File: src/rtl/cpc_pkg.sv
// shared types, constants and the coin value table for the coin pulse classifier
`timescale 1ns / 1ps
`default_nettype none

package cpc_pkg;

  localparam int LEVEL_BITS  = 10;
  localparam int LEVEL_REGS  = 5;
  localparam int COUNT_BITS  = 16;
  localparam int TOTAL_BITS  = 26;
  localparam int INDEX_BITS  = 3;
  localparam int OP_BITS     = 2;

  localparam logic [OP_BITS-1:0] OP_SAMPLE   = 2'd0;
  localparam logic [OP_BITS-1:0] OP_BASELINE = 2'd1;
  localparam logic [OP_BITS-1:0] OP_CLEAR    = 2'd2;

  localparam logic [INDEX_BITS-1:0] CFG_TOLERANCE = 3'd5;

  localparam logic [LEVEL_BITS-1:0] TOL_RESET  = 10'd30;
  localparam logic [COUNT_BITS-1:0] COUNT_MAX  = 16'd65535;
  localparam logic [TOTAL_BITS-1:0] TOTAL_MAX  = 26'd57015450;

  localparam int ARM_MARGIN = 3;
  localparam int END_MARGIN = 2;

  typedef struct packed {
    logic                  hit;
    logic [INDEX_BITS-1:0] idx;
  } match_t;

  // coin value in grosz per slot
  function automatic logic [LEVEL_BITS-1:0] slot_value(input logic [INDEX_BITS-1:0] idx);
    logic [LEVEL_BITS-1:0] v;
    case (idx)
      3'd0:    v = 10'd20;
      3'd1:    v = 10'd50;
      3'd2:    v = 10'd100;
      3'd3:    v = 10'd200;
      3'd4:    v = 10'd500;
      default: v = 10'd0;
    endcase
    return v;
  endfunction

endpackage

`default_nettype wire

File: src/rtl/cpc_ifs.sv
// valid/ready channel interfaces for sample items, result items and config writes
`timescale 1ns / 1ps
`default_nettype none

interface cpc_in_if #(parameter int SAMPLE_BITS = 10);
  logic                         valid;
  logic                         ready;
  logic [cpc_pkg::OP_BITS-1:0]  op;
  logic [SAMPLE_BITS-1:0]       sample;
  modport source(output valid, op, sample, input ready);
  modport sink(input valid, op, sample, output ready);
endinterface

interface cpc_out_if #(parameter int SAMPLE_BITS = 10);
  logic                           valid;
  logic                           ready;
  logic                           coin_event;
  logic                           recognized;
  logic [cpc_pkg::INDEX_BITS-1:0] coin_index;
  logic [SAMPLE_BITS-1:0]         peak_level;
  logic [cpc_pkg::COUNT_BITS-1:0] coin_count;
  logic [cpc_pkg::TOTAL_BITS-1:0] total_grosz;
  modport source(output valid, coin_event, recognized, coin_index, peak_level,
                 coin_count, total_grosz, input ready);
  modport sink(input valid, coin_event, recognized, coin_index, peak_level,
               coin_count, total_grosz, output ready);
endinterface

interface cpc_cfg_if;
  logic                           valid;
  logic                           ready;
  logic [cpc_pkg::INDEX_BITS-1:0] index;
  logic [cpc_pkg::LEVEL_BITS-1:0] data;
  modport source(output valid, index, data, input ready);
  modport sink(input valid, index, data, output ready);
endinterface

`default_nettype wire

File: src/rtl/cpc_match.sv
// parallel compare of the pulse peak against the slot levels, first match wins
`timescale 1ns / 1ps
`default_nettype none

module cpc_match #(
  parameter int ACTIVE = 5,
  parameter int CMP_W  = 10
) (
  input  wire logic [CMP_W-1:0]               peak,
  input  wire logic [cpc_pkg::LEVEL_BITS-1:0] level [cpc_pkg::LEVEL_REGS],
  input  wire logic [cpc_pkg::LEVEL_BITS-1:0] tol,
  output cpc_pkg::match_t                     match
);

  logic [CMP_W-1:0] lvl_ext [ACTIVE];
  logic [CMP_W-1:0] diff [ACTIVE];
  logic [ACTIVE-1:0] near;

  always_comb begin
    for (int i = 0; i < ACTIVE; i++) begin
      lvl_ext[i] = CMP_W'(level[i]);
      diff[i]    = (peak >= lvl_ext[i]) ? (peak - lvl_ext[i]) : (lvl_ext[i] - peak);
      near[i]    = diff[i] < CMP_W'(tol);
    end
  end

  // walk down so the lowest matching slot is the one kept
  always_comb begin
    match.hit = 1'b0;
    match.idx = '0;
    for (int i = ACTIVE - 1; i >= 0; i--) begin
      if (near[i]) begin
        match.hit = 1'b1;
        match.idx = cpc_pkg::INDEX_BITS'(i);
      end
    end
  end

endmodule

`default_nettype wire

File: src/rtl/coin_pulse_classifier.sv
// top level: coin pulse peak tracking, slot classification, saturating counts and total
// an accepted item is held in the input register, then in the result register until taken
// throughput: one item per cycle unless stalled; input register, then classify + state update
// a held result stalls advance; the input register takes one more item and then stops
// reset (synchronous, rst_n low): baseline, peak, armed, counts and total cleared,
// slot levels cleared, tolerance set to 30, both pipeline registers empty
`timescale 1ns / 1ps
`default_nettype none

module coin_pulse_classifier #(
  parameter int NUM_SLOTS   = 5,
  parameter int SAMPLE_BITS = 10
) (
  input  wire logic clk,
  input  wire logic rst_n,
  cpc_in_if.sink    in_chan,
  cpc_out_if.source out_chan,
  cpc_cfg_if.sink   cfg_chan
);

  localparam int ACTIVE = (NUM_SLOTS < cpc_pkg::LEVEL_REGS) ? NUM_SLOTS : cpc_pkg::LEVEL_REGS;
  localparam int W      = SAMPLE_BITS;
  localparam int CMP_W  = (W > cpc_pkg::LEVEL_BITS) ? W : cpc_pkg::LEVEL_BITS;

  // configuration
  logic [cpc_pkg::LEVEL_BITS-1:0] level_r [cpc_pkg::LEVEL_REGS];
  logic [cpc_pkg::LEVEL_BITS-1:0] tol_r;

  assign cfg_chan.ready = 1'b1;

  always_ff @(posedge clk) begin
    if (!rst_n) begin
      for (int i = 0; i < cpc_pkg::LEVEL_REGS; i++) begin
        level_r[i] <= '0;
      end
      tol_r <= cpc_pkg::TOL_RESET;
    end else if (cfg_chan.valid) begin
      for (int i = 0; i < cpc_pkg::LEVEL_REGS; i++) begin
        if (cfg_chan.index == cpc_pkg::INDEX_BITS'(i)) begin
          level_r[i] <= cfg_chan.data;
        end
      end
      if (cfg_chan.index == cpc_pkg::CFG_TOLERANCE) begin
        tol_r <= cfg_chan.data;
      end
    end
  end

  // pipeline control
  logic                        s1_valid_r;
  logic [cpc_pkg::OP_BITS-1:0] s1_op_r;
  logic [W-1:0]                s1_sample_r;
  logic                        out_valid_r;
  logic                        out_free;
  logic                        advance;

  assign out_free      = !out_valid_r || out_chan.ready;
  assign in_chan.ready = !s1_valid_r || out_free;
  assign advance       = s1_valid_r && out_free;

  always_ff @(posedge clk) begin
    if (!rst_n) begin
      s1_valid_r <= 1'b0;
    end else if (in_chan.ready) begin
      s1_valid_r <= in_chan.valid;
    end
  end

  always_ff @(posedge clk) begin
    if (in_chan.valid && in_chan.ready) begin
      s1_op_r     <= in_chan.op;
      s1_sample_r <= in_chan.sample;
    end
  end

  // classifier state
  logic [W-1:0]                   baseline_r, baseline_nxt;
  logic [W-1:0]                   peak_r, peak_nxt;
  logic                           armed_r, armed_nxt;
  logic [cpc_pkg::COUNT_BITS-1:0] cnt_r [ACTIVE];
  logic [cpc_pkg::COUNT_BITS-1:0] cnt_nxt [ACTIVE];
  logic [cpc_pkg::TOTAL_BITS-1:0] total_r, total_nxt;

  logic [W-1:0]                   peak_max;
  logic [W-1:0]                   base_diff;
  logic                           rise;
  logic                           close;
  logic                           end_ev;
  cpc_pkg::match_t                match;
  logic [cpc_pkg::TOTAL_BITS-1:0] sum;
  logic [cpc_pkg::COUNT_BITS-1:0] sel_cnt;

  logic                           ev;
  logic                           rec;
  logic [cpc_pkg::INDEX_BITS-1:0] idx;
  logic [W-1:0]                   pk;
  logic [cpc_pkg::COUNT_BITS-1:0] cnt_out;

  assign peak_max  = (s1_sample_r > peak_r) ? s1_sample_r : peak_r;
  assign base_diff = (s1_sample_r >= baseline_r) ? (s1_sample_r - baseline_r)
                                                  : (baseline_r - s1_sample_r);
  assign rise      = {1'b0, s1_sample_r} > ({1'b0, baseline_r} + (W+1)'(cpc_pkg::ARM_MARGIN));
  assign close     = base_diff < W'(cpc_pkg::END_MARGIN);
  // a rising sample can never be close, so only the stored arm can end a pulse
  assign end_ev    = (s1_op_r == cpc_pkg::OP_SAMPLE) && armed_r && close;

  cpc_match #(
    .ACTIVE (ACTIVE),
    .CMP_W  (CMP_W)
  ) u_match (
    .peak  (CMP_W'(peak_max)),
    .level (level_r),
    .tol   (tol_r),
    .match (match)
  );

  assign sum = total_r + cpc_pkg::TOTAL_BITS'(cpc_pkg::slot_value(match.idx));

  always_comb begin
    sel_cnt = '0;
    for (int i = 0; i < ACTIVE; i++) begin
      if (match.idx == cpc_pkg::INDEX_BITS'(i)) begin
        sel_cnt = cnt_r[i];
      end
    end
  end

  always_comb begin
    baseline_nxt = baseline_r;
    peak_nxt     = peak_r;
    armed_nxt    = armed_r;
    total_nxt    = total_r;
    for (int i = 0; i < ACTIVE; i++) begin
      cnt_nxt[i] = cnt_r[i];
    end
    ev      = 1'b0;
    rec     = 1'b0;
    idx     = '0;
    pk      = '0;
    cnt_out = '0;
    unique case (s1_op_r)
      cpc_pkg::OP_SAMPLE: begin
        peak_nxt = peak_max;
        if (rise) begin
          armed_nxt = 1'b1;
        end
        if (end_ev) begin
          ev = 1'b1;
          pk = peak_max;
          if (match.hit) begin
            rec     = 1'b1;
            idx     = match.idx;
            cnt_out = (sel_cnt != cpc_pkg::COUNT_MAX) ? sel_cnt + 1'b1 : sel_cnt;
            for (int i = 0; i < ACTIVE; i++) begin
              if (match.idx == cpc_pkg::INDEX_BITS'(i)) begin
                cnt_nxt[i] = cnt_out;
              end
            end
            total_nxt = (sum > cpc_pkg::TOTAL_MAX) ? cpc_pkg::TOTAL_MAX : sum;
          end
          armed_nxt = 1'b0;
          peak_nxt  = baseline_r;
        end
      end
      cpc_pkg::OP_BASELINE: begin
        baseline_nxt = s1_sample_r;
        peak_nxt     = s1_sample_r;
      end
      cpc_pkg::OP_CLEAR: begin
        for (int i = 0; i < ACTIVE; i++) begin
          cnt_nxt[i] = '0;
        end
        total_nxt = '0;
      end
      default: begin
      end
    endcase
  end

  always_ff @(posedge clk) begin
    if (!rst_n) begin
      baseline_r <= '0;
      peak_r     <= '0;
      armed_r    <= 1'b0;
      total_r    <= '0;
      for (int i = 0; i < ACTIVE; i++) begin
        cnt_r[i] <= '0;
      end
    end else if (advance) begin
      baseline_r <= baseline_nxt;
      peak_r     <= peak_nxt;
      armed_r    <= armed_nxt;
      total_r    <= total_nxt;
      for (int i = 0; i < ACTIVE; i++) begin
        cnt_r[i] <= cnt_nxt[i];
      end
    end
  end

  // result register
  logic                           ev_r;
  logic                           rec_r;
  logic [cpc_pkg::INDEX_BITS-1:0] idx_r;
  logic [W-1:0]                   pk_r;
  logic [cpc_pkg::COUNT_BITS-1:0] cnt_out_r;
  logic [cpc_pkg::TOTAL_BITS-1:0] total_out_r;

  always_ff @(posedge clk) begin
    if (!rst_n) begin
      out_valid_r <= 1'b0;
    end else if (advance) begin
      out_valid_r <= 1'b1;
    end else if (out_chan.ready) begin
      out_valid_r <= 1'b0;
    end
  end

  always_ff @(posedge clk) begin
    if (advance) begin
      ev_r        <= ev;
      rec_r       <= rec;
      idx_r       <= idx;
      pk_r        <= pk;
      cnt_out_r   <= cnt_out;
      total_out_r <= total_nxt;
    end
  end

  assign out_chan.valid       = out_valid_r;
  assign out_chan.coin_event  = ev_r;
  assign out_chan.recognized  = rec_r;
  assign out_chan.coin_index  = idx_r;
  assign out_chan.peak_level  = pk_r;
  assign out_chan.coin_count  = cnt_out_r;
  assign out_chan.total_grosz = total_out_r;

endmodule

`default_nettype wire
File: src/flat_wrapper.sv
// flat-port wrapper written by rule: the top's interface ports become plain ports
module coin_pulse_classifier_flat 
#(
  parameter int NUM_SLOTS   = 5,
  parameter int SAMPLE_BITS = 10
)
  (clk, rst_n, in_chan_valid, in_chan_op, in_chan_sample, in_chan_ready, out_chan_valid, out_chan_coin_event, out_chan_recognized, out_chan_coin_index, out_chan_peak_level, out_chan_coin_count, out_chan_total_grosz, out_chan_ready, cfg_chan_valid, cfg_chan_index, cfg_chan_data, cfg_chan_ready);
  cpc_in_if #(.SAMPLE_BITS(SAMPLE_BITS)) in_chan_i ();
  cpc_out_if #(.SAMPLE_BITS(SAMPLE_BITS)) out_chan_i ();
  cpc_cfg_if cfg_chan_i ();
  input  wire logic clk;
  input  wire logic rst_n;
  input wire logic [$bits(in_chan_i.valid)-1:0] in_chan_valid;
  input wire logic [$bits(in_chan_i.op)-1:0] in_chan_op;
  input wire logic [$bits(in_chan_i.sample)-1:0] in_chan_sample;
  output wire logic [$bits(in_chan_i.ready)-1:0] in_chan_ready;
  output wire logic [$bits(out_chan_i.valid)-1:0] out_chan_valid;
  output wire logic [$bits(out_chan_i.coin_event)-1:0] out_chan_coin_event;
  output wire logic [$bits(out_chan_i.recognized)-1:0] out_chan_recognized;
  output wire logic [$bits(out_chan_i.coin_index)-1:0] out_chan_coin_index;
  output wire logic [$bits(out_chan_i.peak_level)-1:0] out_chan_peak_level;
  output wire logic [$bits(out_chan_i.coin_count)-1:0] out_chan_coin_count;
  output wire logic [$bits(out_chan_i.total_grosz)-1:0] out_chan_total_grosz;
  input wire logic [$bits(out_chan_i.ready)-1:0] out_chan_ready;
  input wire logic [$bits(cfg_chan_i.valid)-1:0] cfg_chan_valid;
  input wire logic [$bits(cfg_chan_i.index)-1:0] cfg_chan_index;
  input wire logic [$bits(cfg_chan_i.data)-1:0] cfg_chan_data;
  output wire logic [$bits(cfg_chan_i.ready)-1:0] cfg_chan_ready;
  assign in_chan_i.valid = in_chan_valid;
  assign in_chan_i.op = in_chan_op;
  assign in_chan_i.sample = in_chan_sample;
  assign in_chan_ready = in_chan_i.ready;
  assign out_chan_valid = out_chan_i.valid;
  assign out_chan_coin_event = out_chan_i.coin_event;
  assign out_chan_recognized = out_chan_i.recognized;
  assign out_chan_coin_index = out_chan_i.coin_index;
  assign out_chan_peak_level = out_chan_i.peak_level;
  assign out_chan_coin_count = out_chan_i.coin_count;
  assign out_chan_total_grosz = out_chan_i.total_grosz;
  assign out_chan_i.ready = out_chan_ready;
  assign cfg_chan_i.valid = cfg_chan_valid;
  assign cfg_chan_i.index = cfg_chan_index;
  assign cfg_chan_i.data = cfg_chan_data;
  assign cfg_chan_ready = cfg_chan_i.ready;
  coin_pulse_classifier #(.NUM_SLOTS(NUM_SLOTS), .SAMPLE_BITS(SAMPLE_BITS)) u_core (.clk(clk), .rst_n(rst_n), .in_chan(in_chan_i), .out_chan(out_chan_i), .cfg_chan(cfg_chan_i));
endmodule
File: config.mk
export PLATFORM = sky130hd
export DESIGN_NAME = coin_pulse_classifier_flat
export DESIGN_NICKNAME = d
export VERILOG_FILES = /design/src/rtl/cpc_pkg.sv /design/src/rtl/cpc_ifs.sv /design/src/rtl/cpc_match.sv /design/src/rtl/coin_pulse_classifier.sv /design/src/flat_wrapper.sv
export SDC_FILE = /design/constraint.sdc
export NUM_CORES = 1
export LEC_CHECK = 0
export BUFFER_PORTS_ARGS = -buffer_cell sky130_fd_sc_hd__buf_4
export CELL_PAD_IN_SITES_DETAIL_PLACEMENT = 0
export CELL_PAD_IN_SITES_GLOBAL_PLACEMENT = 1
export CORE_UTILIZATION = 30
export CTS_BUF_LIST = sky130_fd_sc_hd__clkbuf_8
export DETAILED_ROUTE_END_ITERATION = 8
export MAX_ROUTING_LAYER = met4
export PLACE_DENSITY = 0.6
export SYNTH_ARGS = -nofsm -noshare
export SYNTH_HDL_FRONTEND = slang
export SYNTH_SLANG_ARGS = --single-unit
File: constraint.sdc
create_clock -name clk -period 14.7 [get_ports clk]
set_input_delay 2.94 -clock clk [delete_from_list [all_inputs] [get_ports clk]]
set_output_delay 2.94 -clock clk [all_outputs]
set_load 0.01 [all_outputs]
==> results of run 1 <==
==> layer usage <==
metal / GRT usage [%] / vias to the layer above / share of wire (%)
met5: - / - / 0
met4: 5.82 / 0 / 2.3
met3: 2.19 / 94 / 3.6
met2: 33.1 / 359 / 48
met1: 25.6 / 7489 / 46
li1: - / 7464 / -
==> final timing paths <==
path                              start                         endpoint  slack (ns)  depth (start not counted)
setup / recovery  u_core.s1_sample_r[3]  u_core.out_chan.total_grosz[20]        1.93                         41
hold / removal          u_core.tol_r[8]                  u_core.tol_r[8]        0.45                          2
setup reg to reg  u_core.s1_sample_r[3]  u_core.out_chan.total_grosz[20]        1.93                         41
hold reg to reg         u_core.tol_r[8]                  u_core.tol_r[8]        0.45                          2
==> cell type report <==
type / instances / area (um^2)
Sequential cell: 258 / 6660
Timing Repair Buffer: 117 / 878
Inverter: 153 / 576
Tap cell: 782 / 978
Fill cell: 6174 / 39500
Clock buffer: 54 / 743
Multi-Input combinational cell: 1510 / 10600
Clock inverter: 34 / 288
==> cells in the final DEF (no fill, tap or decap), types with 20 or more instances in the layout <==
master    synthesis  routed
nand3_1          32      32
and3_1           23      23
xnor2_1          49      49
o21bai_1         21      21
nand2_1         232     232
a211oi_1         25      25
buf_4             7     117
clkbuf_8          0      54
nand4_1          20      20
nor2_1          125     125
mux2i_1          45      44
nor3_1           27      27
inv_1           150     155
ha_1            189     189
a21o_1           47      47
dfxtp_1         109     109
mux2_2           20      20
a21oi_1         204     204
o21ai_0          89      84
a22o_1           31      31
nor2b_1          20      20
edfxtp_1        149     149
==> power groups by stage <==
stage / combinational (mW) / sequential (mW) / clock (mW)
after CTS: 1.05 / 0.827 / 0.783
final: 1.05 / 0.826 / 0.759
after global placement: 1.03 / 0.841 / 0
after detailed placement: 1.04 / 0.842 / 0
after floorplan: 0.750 / 0.838 / 0
after global routing: 1.16 / 0.829 / 0.812
==> metrics by stage <==
step | util (%) | worst slack [ns] | instances | hold slack (ns) | cell area (um^2)
after floorplan | - | 3.65 | 2000 | 0.433 | 18300
after global routing | 34.5 | 0.884 | 2908 | 0.482 | 20800
after CTS | 34.5 | 1.84 | 2908 | 0.456 | 20800
after global placement | 32.8 | 2.31 | 2820 | 0.444 | 19700
final | 34.5 | 1.93 | 2908 | 0.454 | 20800
after detailed placement | 32.8 | 1.92 | 2820 | 0.448 | 19700
==> state kept, by name, summed over array words and instances, names as in the netlist, 16 cells and up <==
name and cells:
u_core.cnt_r 80, u_core.level_r 50, u_core.out_chan.coin_count 16, u_core.out_chan.total_grosz 26, u_core.total_r 26
==> logic make-up after synthesis <==
family / share of synthesized area [%]
AOI/OAI and AO/OA: 21.5
xor gates and xnor gates: 3.21
adders and majority gates: 14.4
buffers and inverters: 5.25
DFF: 36.5
muxes: 3.70
other: 0.0205
and+or+nand+nor: 15.5
==> worst max-delay path: cells and delay by family (launching register included) <==
family	cells	cell delay, ns
and+or+nand+nor	10	2.75
DFF	1	0.50
buffers and inverters	4	0.84
adders and majority gates	4	1.16
AOI/OAI and AO/OA	23	7.21
==> results.cfg, run 1 <==
[setup_path]
crit_type = flop to flop
start_kind = flop
slowest_delay_ns = 1.01
crit_required_ns = 15.06
worstPathArrival_ns = 13.13
cp_slowest_cell = o21ai_0
worst_setup_path_end_kind = flop
cp_max_fo = 24

[sta]
setup_viol = 0
finalMaxSlewViolations = 0
finClkSkew_ns = 0.0253
rsz0062_at_grt = no
setup_tns_ns = 0
period_needed_ns = 12.77
fmax_mhz = 78.3
finalCritPeriodShare_pct = 86.9
maxSlewHeadroom_pct = 12.0
hold_violations = 0
max_slew.worst_pin.slew_ns = 1.31

[power]
p_per_area_mw_per_mm2 = 127
seqPwrFrac_pct = 31.3
p_comb_share_pct = 39.9
p_total_mw = 2.64
peakVddDrop_mv = 0.0669
power_frac_clock_pct = 28.8
switching_power_mw = 1.02
p_int_mw = 1.61
p_leak_nw = 8.35
swShare_pct = 38.8

[final_layout]
drive_gt1_share_pct = 12.0
area_growth_pct = 13.7
antenna_cells = 0
fin_nets = 2321

[grt]
grt.total_usage_pct = 20.0
grt_pass1_vias = 15400
grt_pass1_wl_um = 92800
antenna_found_initial = 0
grt_max_degree = 88
grt-ovfl-total = 0

[synthesis]
synth_common_cells = nand2_1 (232), a21oi_1 (204), ha_1 (189), inv_1 (150), edfxtp_1 (149)
synth_top_area_share_pct = 24.5
synth_seq_cells = 258
ys_warn_count = 0
synth_cells = 2000
synth-edff-count = 149
avgSynthCellArea_um2 = 9.13
ys_types = 90
yosysMostFrequentCell = nand2_1
synth_area_leaders = edfxtp_1 (25%), ha_1 (13%), dfxtp_1 (12%)
syn-num-nets = 2232
synth_area_leader_cell = edfxtp_1
synth-async-reset-ratio_pct = 0
ys.flop_type = edfxtp_1
syn_area_mm2 = 0.0183
ys_seq_area_share_pct = 36.5

[floorplanning]
row_count = 90
start_util_pct = 30.3
die_area_mm2 = 0.0618
coreArea_mm2 = 0.0602
die_h_um = 249
fp.dieW_um = 249
io_pins = 90

[cts]
cts.clk_slew.worst_paths_ns = 0.06
tritoncts = yes
holdBufCountCts = 0
clock-sinks = 258
cts_buffers = 49
clockBufferDepth = 3
clock_latency_ns = 0.65
cts_setup_buffers = 0
cts-htree-levels = 2
cts.root.buffer_cell = clkbuf_8
cts-resized-gates = 0

[route]
vias = 15400
postRouteAntennaNets = 0
drtIter0Drc = 1065
drt_pass1_iterations = 5
wirelength_um = 60900
wl_per_cell_um = 20.9
via_per_inst = 5.30
post-route-drc-count = 0

[placement]
gp_congestion = 0.891
io_buffers = 88
dpl.hpwl_um = 42800

[outcome]
status = completed

[job]
drv_cap = 0

[worst_hold_path]
min_path_type = flop to flop
Power figures use the tool's default switching activity.
==> run 2: changes to the inputs <==
- SYNTH_HIERARCHICAL: default -> 1
==> run 2 against run 1 <==
Compared with the run above: non-clock buffer count down 4; fmax rose by 12%; die area is 0.51% higher.
==> results.cfg, run 2 <==
[final_layout]
largest_register_ffs = 80
top_regs = u_core/cnt_r (80), u_core/level_r (50)
final_common_cell = nand2_1
layout_common_cells = nand2_1 (255), ha_1 (189), a21oi_1 (171)
drive_gt1_share_pct = 11.6
top_register = u_core/cnt_r
area_growth_pct = 13.6
fin_nets = 2310

[cts]
clockBufferDepth = 3
holdBufCountCts = 0
cts_buffers = 48
cts.clk_slew.worst_paths_ns = 0.07
cts.root.buffer_cell = clkbuf_8
cts-resized-gates = 0
cts_setup_buffers = 0
tritoncts = yes
clock-sinks = 258
clock_latency_ns = 0.63
cts-htree-levels = 2

[setup_path]
cp_max_fo = 25
worst_setup_path_end_kind = flop
cp_slowest_cell = nor2_4
crit_required_ns = 15.17
path_buf_inv = 4
critical_path.top_delay_family = compound AO/OA/AOI/OAI gates
crit_type = flop to flop
worstPathArrival_ns = 11.92
slowest_delay_ns = 0.74
cp_common_cell = ha_1
start_kind = flop

[placement]
io_buffers = 88
dpl.hpwl_um = 44200
gp_congestion = 0.907

[sta]
finClkSkew_ns = 0.0430
hold_violations = 0
rsz0062_at_grt = no
setup_tns_ns = 0
setup_viol = 0
finalMaxSlewViolations = 0
period_needed_ns = 11.45
fmax_mhz = 87.4
finalCritPeriodShare_pct = 77.9
max_slew.worst_pin.slew_ns = 1.19
maxSlewHeadroom_pct = 20.4

[route]
drt_pass1_iterations = 5
wirelength_um = 61200
wl_per_cell_um = 21.1
post-route-drc-count = 0
postRouteAntennaNets = 0
via_per_inst = 5.29
drtIter0Drc = 942
vias = 15300

[synthesis]
synth_top_area_share_pct = 24.4
synth_area_leaders = edfxtp_1 (24%), ha_1 (13%), dfxtp_1 (12%)
synth-edff-count = 149
synth_area_leader_cell = edfxtp_1
synth_common_cells = nand2_1 (255), ha_1 (189), a21oi_1 (171), edfxtp_1 (149), inv_1 (145)
ys_warn_count = 6
synth_seq_cells = 258
avgSynthCellArea_um2 = 9.17
ys.flop_type = edfxtp_1
syn-num-nets = 2232
ys_seq_area_share_pct = 36.3
yosysMostFrequentCell = nand2_1
synth-async-reset-ratio_pct = 0
syn_area_mm2 = 0.0183
ys_types = 94
synth_cells = 2000

[grt]
grt_pass1_vias = 15400
antenna_found_initial = 3
grt.total_usage_pct = 20.1
grt-ovfl-total = 0
grt_pass1_wl_um = 93200
grt_max_degree = 61

[worst_hold_path]
min_path_type = flop to flop

[floorplanning]
die_h_um = 249
die_area_mm2 = 0.0622
io_pins = 90
row_count = 90
coreArea_mm2 = 0.0604
fp.dieW_um = 249
start_util_pct = 30.4

[outcome]
status = completed

[power]
p_per_area_mw_per_mm2 = 127
p_total_mw = 2.65
peakVddDrop_mv = 0.0884
p_leak_nw = 8.23

[job]
drv_cap = 0
run 2: changes by cell type after synthesis, moves of 10 or more:
cell | before | now
a21oi_1 | 204 | 171
nand2_1 | 232 | 255
a22o_1 | 31 | 12
nand3_1 | 32 | 50
o21bai_1 | 21 | 3
mux4_2 | 0 | 16
o31ai_1 | 6 | 21
mux2i_1 | 45 | 59
mux2_2 | 20 | 7
xor2_1 | 18 | 31
a222oi_1 | 12 | 0
a21boi_0 | 7 | 18
and3_1 | 23 | 12
buf_2 | 13 | 23
run 2: path summary, 6_finish.rpt:
path / start / endpoint / slack, ns / cells past startpoint
setup / recovery: u_core/s1_sample_r[9] / u_core/out_chan.total_grosz[10] / 3.25 / 38
hold / removal: u_core/tol_r[5] / u_core/tol_r[5] / 0.46 / 2
setup reg to reg: u_core/s1_sample_r[9] / u_core/out_chan.total_grosz[10] / 3.25 / 38
hold reg to reg: u_core/tol_r[5] / u_core/tol_r[5] / 0.46 / 2
run 2: layer usage:
layer / wire length, um / vias up / global-route usage [%]
met5: 0 / - / -
met3: 2700 / 96 / 2.45
li1: - / 7360 / -
met2: 30500 / 378 / 34.7
met1: 26500 / 7494 / 24.4
met4: 1600 / 0 / 6.23
run 2: cell families (layout without fill, tap and decap cells):
group,Yosys count,after routing,synth area share (%)
XOR/XNOR,79,79,3.77
multiplexers,83,83,5.67
other,1,3,0.0204
adder cells (fa/ha/maj),202,202,14.3
buffers and inverters,234,350,5.13
AO/OA/AOI/OAI,530,530,19.1
AND/OR/NAND/NOR,613,613,15.7
flip-flops,258,258,36.3
run 2: power breakdown:
part / internal [mW] / switching, mW / total, mW
clock: 0.398 / 0.336 / 0.734
combinational: 0.436 / 0.644 / 1.08
sequential: 0.812 / 0.0191 / 0.832
run 2: layout make-up:
| cell class | instances | area [um^2] |
|---|---|---|
| Fill cell | 6272 | 39500 |
| Tap cell | 782 | 978 |
| Clock inverter | 37 | 307 |
| Antenna cell | 2 | 5.00 |
| Clock buffer | 51 | 702 |
| Inverter | 149 | 564 |
| Timing Repair Buffer | 113 | 848 |
| Sequential cell | 258 | 6660 |
| Multi-Input combinational cell | 1508 | 10800 |
run 2: metrics by stage:
stage	hold WS, ns	utilization, %	cells	worst slack (ns)	cell area [um^2]
2_1_floorplan	0.436	-	2000	4.19	18300
3_3_place_gp	0.445	32.9	2810	3.32	19800
3_5_place_dp	0.451	32.9	2810	3.25	19800
4_1_cts	0.459	34.5	2898	3.20	20800
5_1_grt	0.476	34.5	2899	2.23	20800
6_report	0.456	34.5	2900	3.25	20800
run 2: worst min-delay path, stage by stage, from the launching register on:
cell and delay [ns]:
dfxtp_1 0.31, nand2_1 0.05, a21oi_1 0.05
==> run 3: changes to the inputs <==
- clock period: 14.7 -> 11 ns (I/O delays scaled with it)
==> run 3 against run 2 <==
Compared with the run above: die area unchanged; setup slack worse by 2.3 ns; sequential cell count unchanged; power up 35%; register-to-register slack worse by 2.3 ns; final area up 0.58%; worst hold slack worse by 0.00061 ns; critical path type unchanged; largest cell class unchanged.
==> results.cfg, run 3 (same netlist as run 2, synthesis figures left out) <==
[outcome]
status = completed

[route]
vias = 15300
via_per_inst = 5.25
drt_pass1_iterations = 7
wl_per_cell_um = 20.4
wirelength_um = 59500
postRouteAntennaNets = 0
drtIter0Drc = 850
post-route-drc-count = 0

[placement]
gp_congestion = 0.874
io_buffers = 88
placed_area_mm2 = 0.0199
dpl.hpwl_um = 42600

[cts]
cts.clk_slew.worst_paths_ns = 0.06
clock_latency_ns = 0.65
clockBufferDepth = 3
cts.root.buffer_cell = clkbuf_8
cts-htree-levels = 2
cts_buffers = 47
tritoncts = yes
clock-sinks = 258

[setup_path]
cp_slowest_cell = ha_2
worst_setup_path_end_kind = flop
regToRegSetupSlack_ns = 0.97
crit_required_ns = 11.48
crit_type = flop to flop
slowest_delay_ns = 0.55
start_kind = flop
worstPathArrival_ns = 10.51
cp_max_fo = 12

[final_layout]
drive_gt1_share_pct = 12.4
largest_register_ffs = 80
top_register = u_core/cnt_r
layout_common_cells = nand2_1 (255), ha_1 (188), a21oi_1 (171)
fin_nets = 2323
final_common_cell = nand2_1
finalInstanceArea_mm2 = 0.0210
area_growth_pct = 14.2
top_regs = u_core/cnt_r (80), u_core/level_r (50)

[power]
p_leak_nw = 8.32
p_per_area_mw_per_mm2 = 171
peakVddDrop_mv = 0.104

[floorplanning]
fp.dieW_um = 249
io_pins = 90
die_h_um = 249
start_util_pct = 30.4
coreArea_mm2 = 0.0604
die_area_mm2 = 0.0622
row_count = 90

[sta]
finalHoldWorstSlack_ns = 0.455
setup_viol = 0
finalMaxSlewViolations = 0
setup_tns_ns = 0
finalCritPeriodShare_pct = 91.2
max_slew.worst_pin.slew_ns = 1.01
rsz0062_at_grt = no
period_needed_ns = 10.03
fmax_mhz = 99.7
maxSlewHeadroom_pct = 32.8
hold_violations = 0
finClkSkew_ns = 0.0328

[grt]
antenna_found_initial = 1
grt.total_usage_pct = 19.4
grt_pass1_vias = 15000
grt_max_degree = 63
grt-ovfl-total = 0
grt_pass1_wl_um = 90100

[job]
drv_cap = 0

[worst_hold_path]
min_path_type = flop to flop
[run 3: cell count changes in the layout (fill, tap and decap cells not counted), moves of 2 or more]
| cell | before | now |
|---|---|---|
| clkinv_1 | 10 | 7 |
| buf_4 | 113 | 127 |
| inv_1 | 154 | 156 |
| inv_8 | 0 | 2 |
| clkinv_2 | 7 | 10 |
| clkinvlp_4 | 3 | 1 |
| clkinv_8 | 2 | 0 |
[run 3: final cells by class]
class | count | area, um^2
clock inverters | 36 | 284
clock buffers | 51 | 702
repair buffers | 127 | 953
inverters | 149 | 564
diodes | 2 | 5.00
flip-flops and latches | 258 | 6660
well taps | 782 | 978
fillers | 6214 | 39400
multi-input cells | 1508 | 10800
[run 3: repair_timing]
| item | in CTS | in global routing |
|---|---|---|
| hold buffers | 0 | 0 |
| resized for setup | 0 | 7 |
| buffers inserted | 0 | 5 |
| setup endpoints to repair | 0 | 50 |
[run 3: final timing paths]
| path | cells after the start | end | start |
|---|---|---|---|
| hold / removal | 2 | u_core/tol_r[8] | u_core/tol_r[8] |
| setup reg to reg | 39 | u_core/out_chan.total_grosz[12] | u_core/s1_sample_r[7] |
| setup / recovery | 39 | u_core/out_chan.total_grosz[12] | u_core/s1_sample_r[7] |
| hold reg to reg | 2 | u_core/tol_r[8] | u_core/tol_r[8] |
[run 3: power by group]
group	total (mW)	internal [mW]	switching (mW)
sequential	1.11	1.09	0.0243
clock	0.986	0.530	0.457
combinational	1.48	0.608	0.876
[run 3: per-stage QoR]
| stage | power (mW) | worst slack [ns] | utilization [%] | std cells |
|---|---|---|---|---|
| floorplan | 2.18 | 0.487 | - | 2000 |
| global placement | 2.58 | 0.286 | 33.0 | 2819 |
| detailed placement | 2.59 | 0.235 | 33.0 | 2819 |
| CTS | 3.60 | 0.216 | 34.6 | 2906 |
| global route | 3.81 | 0.102 | 34.7 | 2912 |
| finish | 3.58 | 0.971 | 34.7 | 2913 |
[run 3: per-layer routing]
layer | part of all wire, % | up-vias | global-route usage, %
met2 | 47 | 350 | 31.4
met1 | 46 | 7449 | 24.8
li1 | - | 7387 | -
met4 | 3.2 | 0 | 6.68
met5 | 0 | - | -
met3 | 4.0 | 96 | 2.61
[run 3: worst max-delay path: cells and delay by family, from the launching register on]
kind                       cells  cell delay, ns
AOI/OAI and AO/OA             17            4.08
xor gates and xnor gates       2            0.30
adders and majority gates      5            1.68
buffers and inverters          4            0.82
DFF                            1            0.49
muxes                          1            0.23
and+or+nand+nor               10            2.25
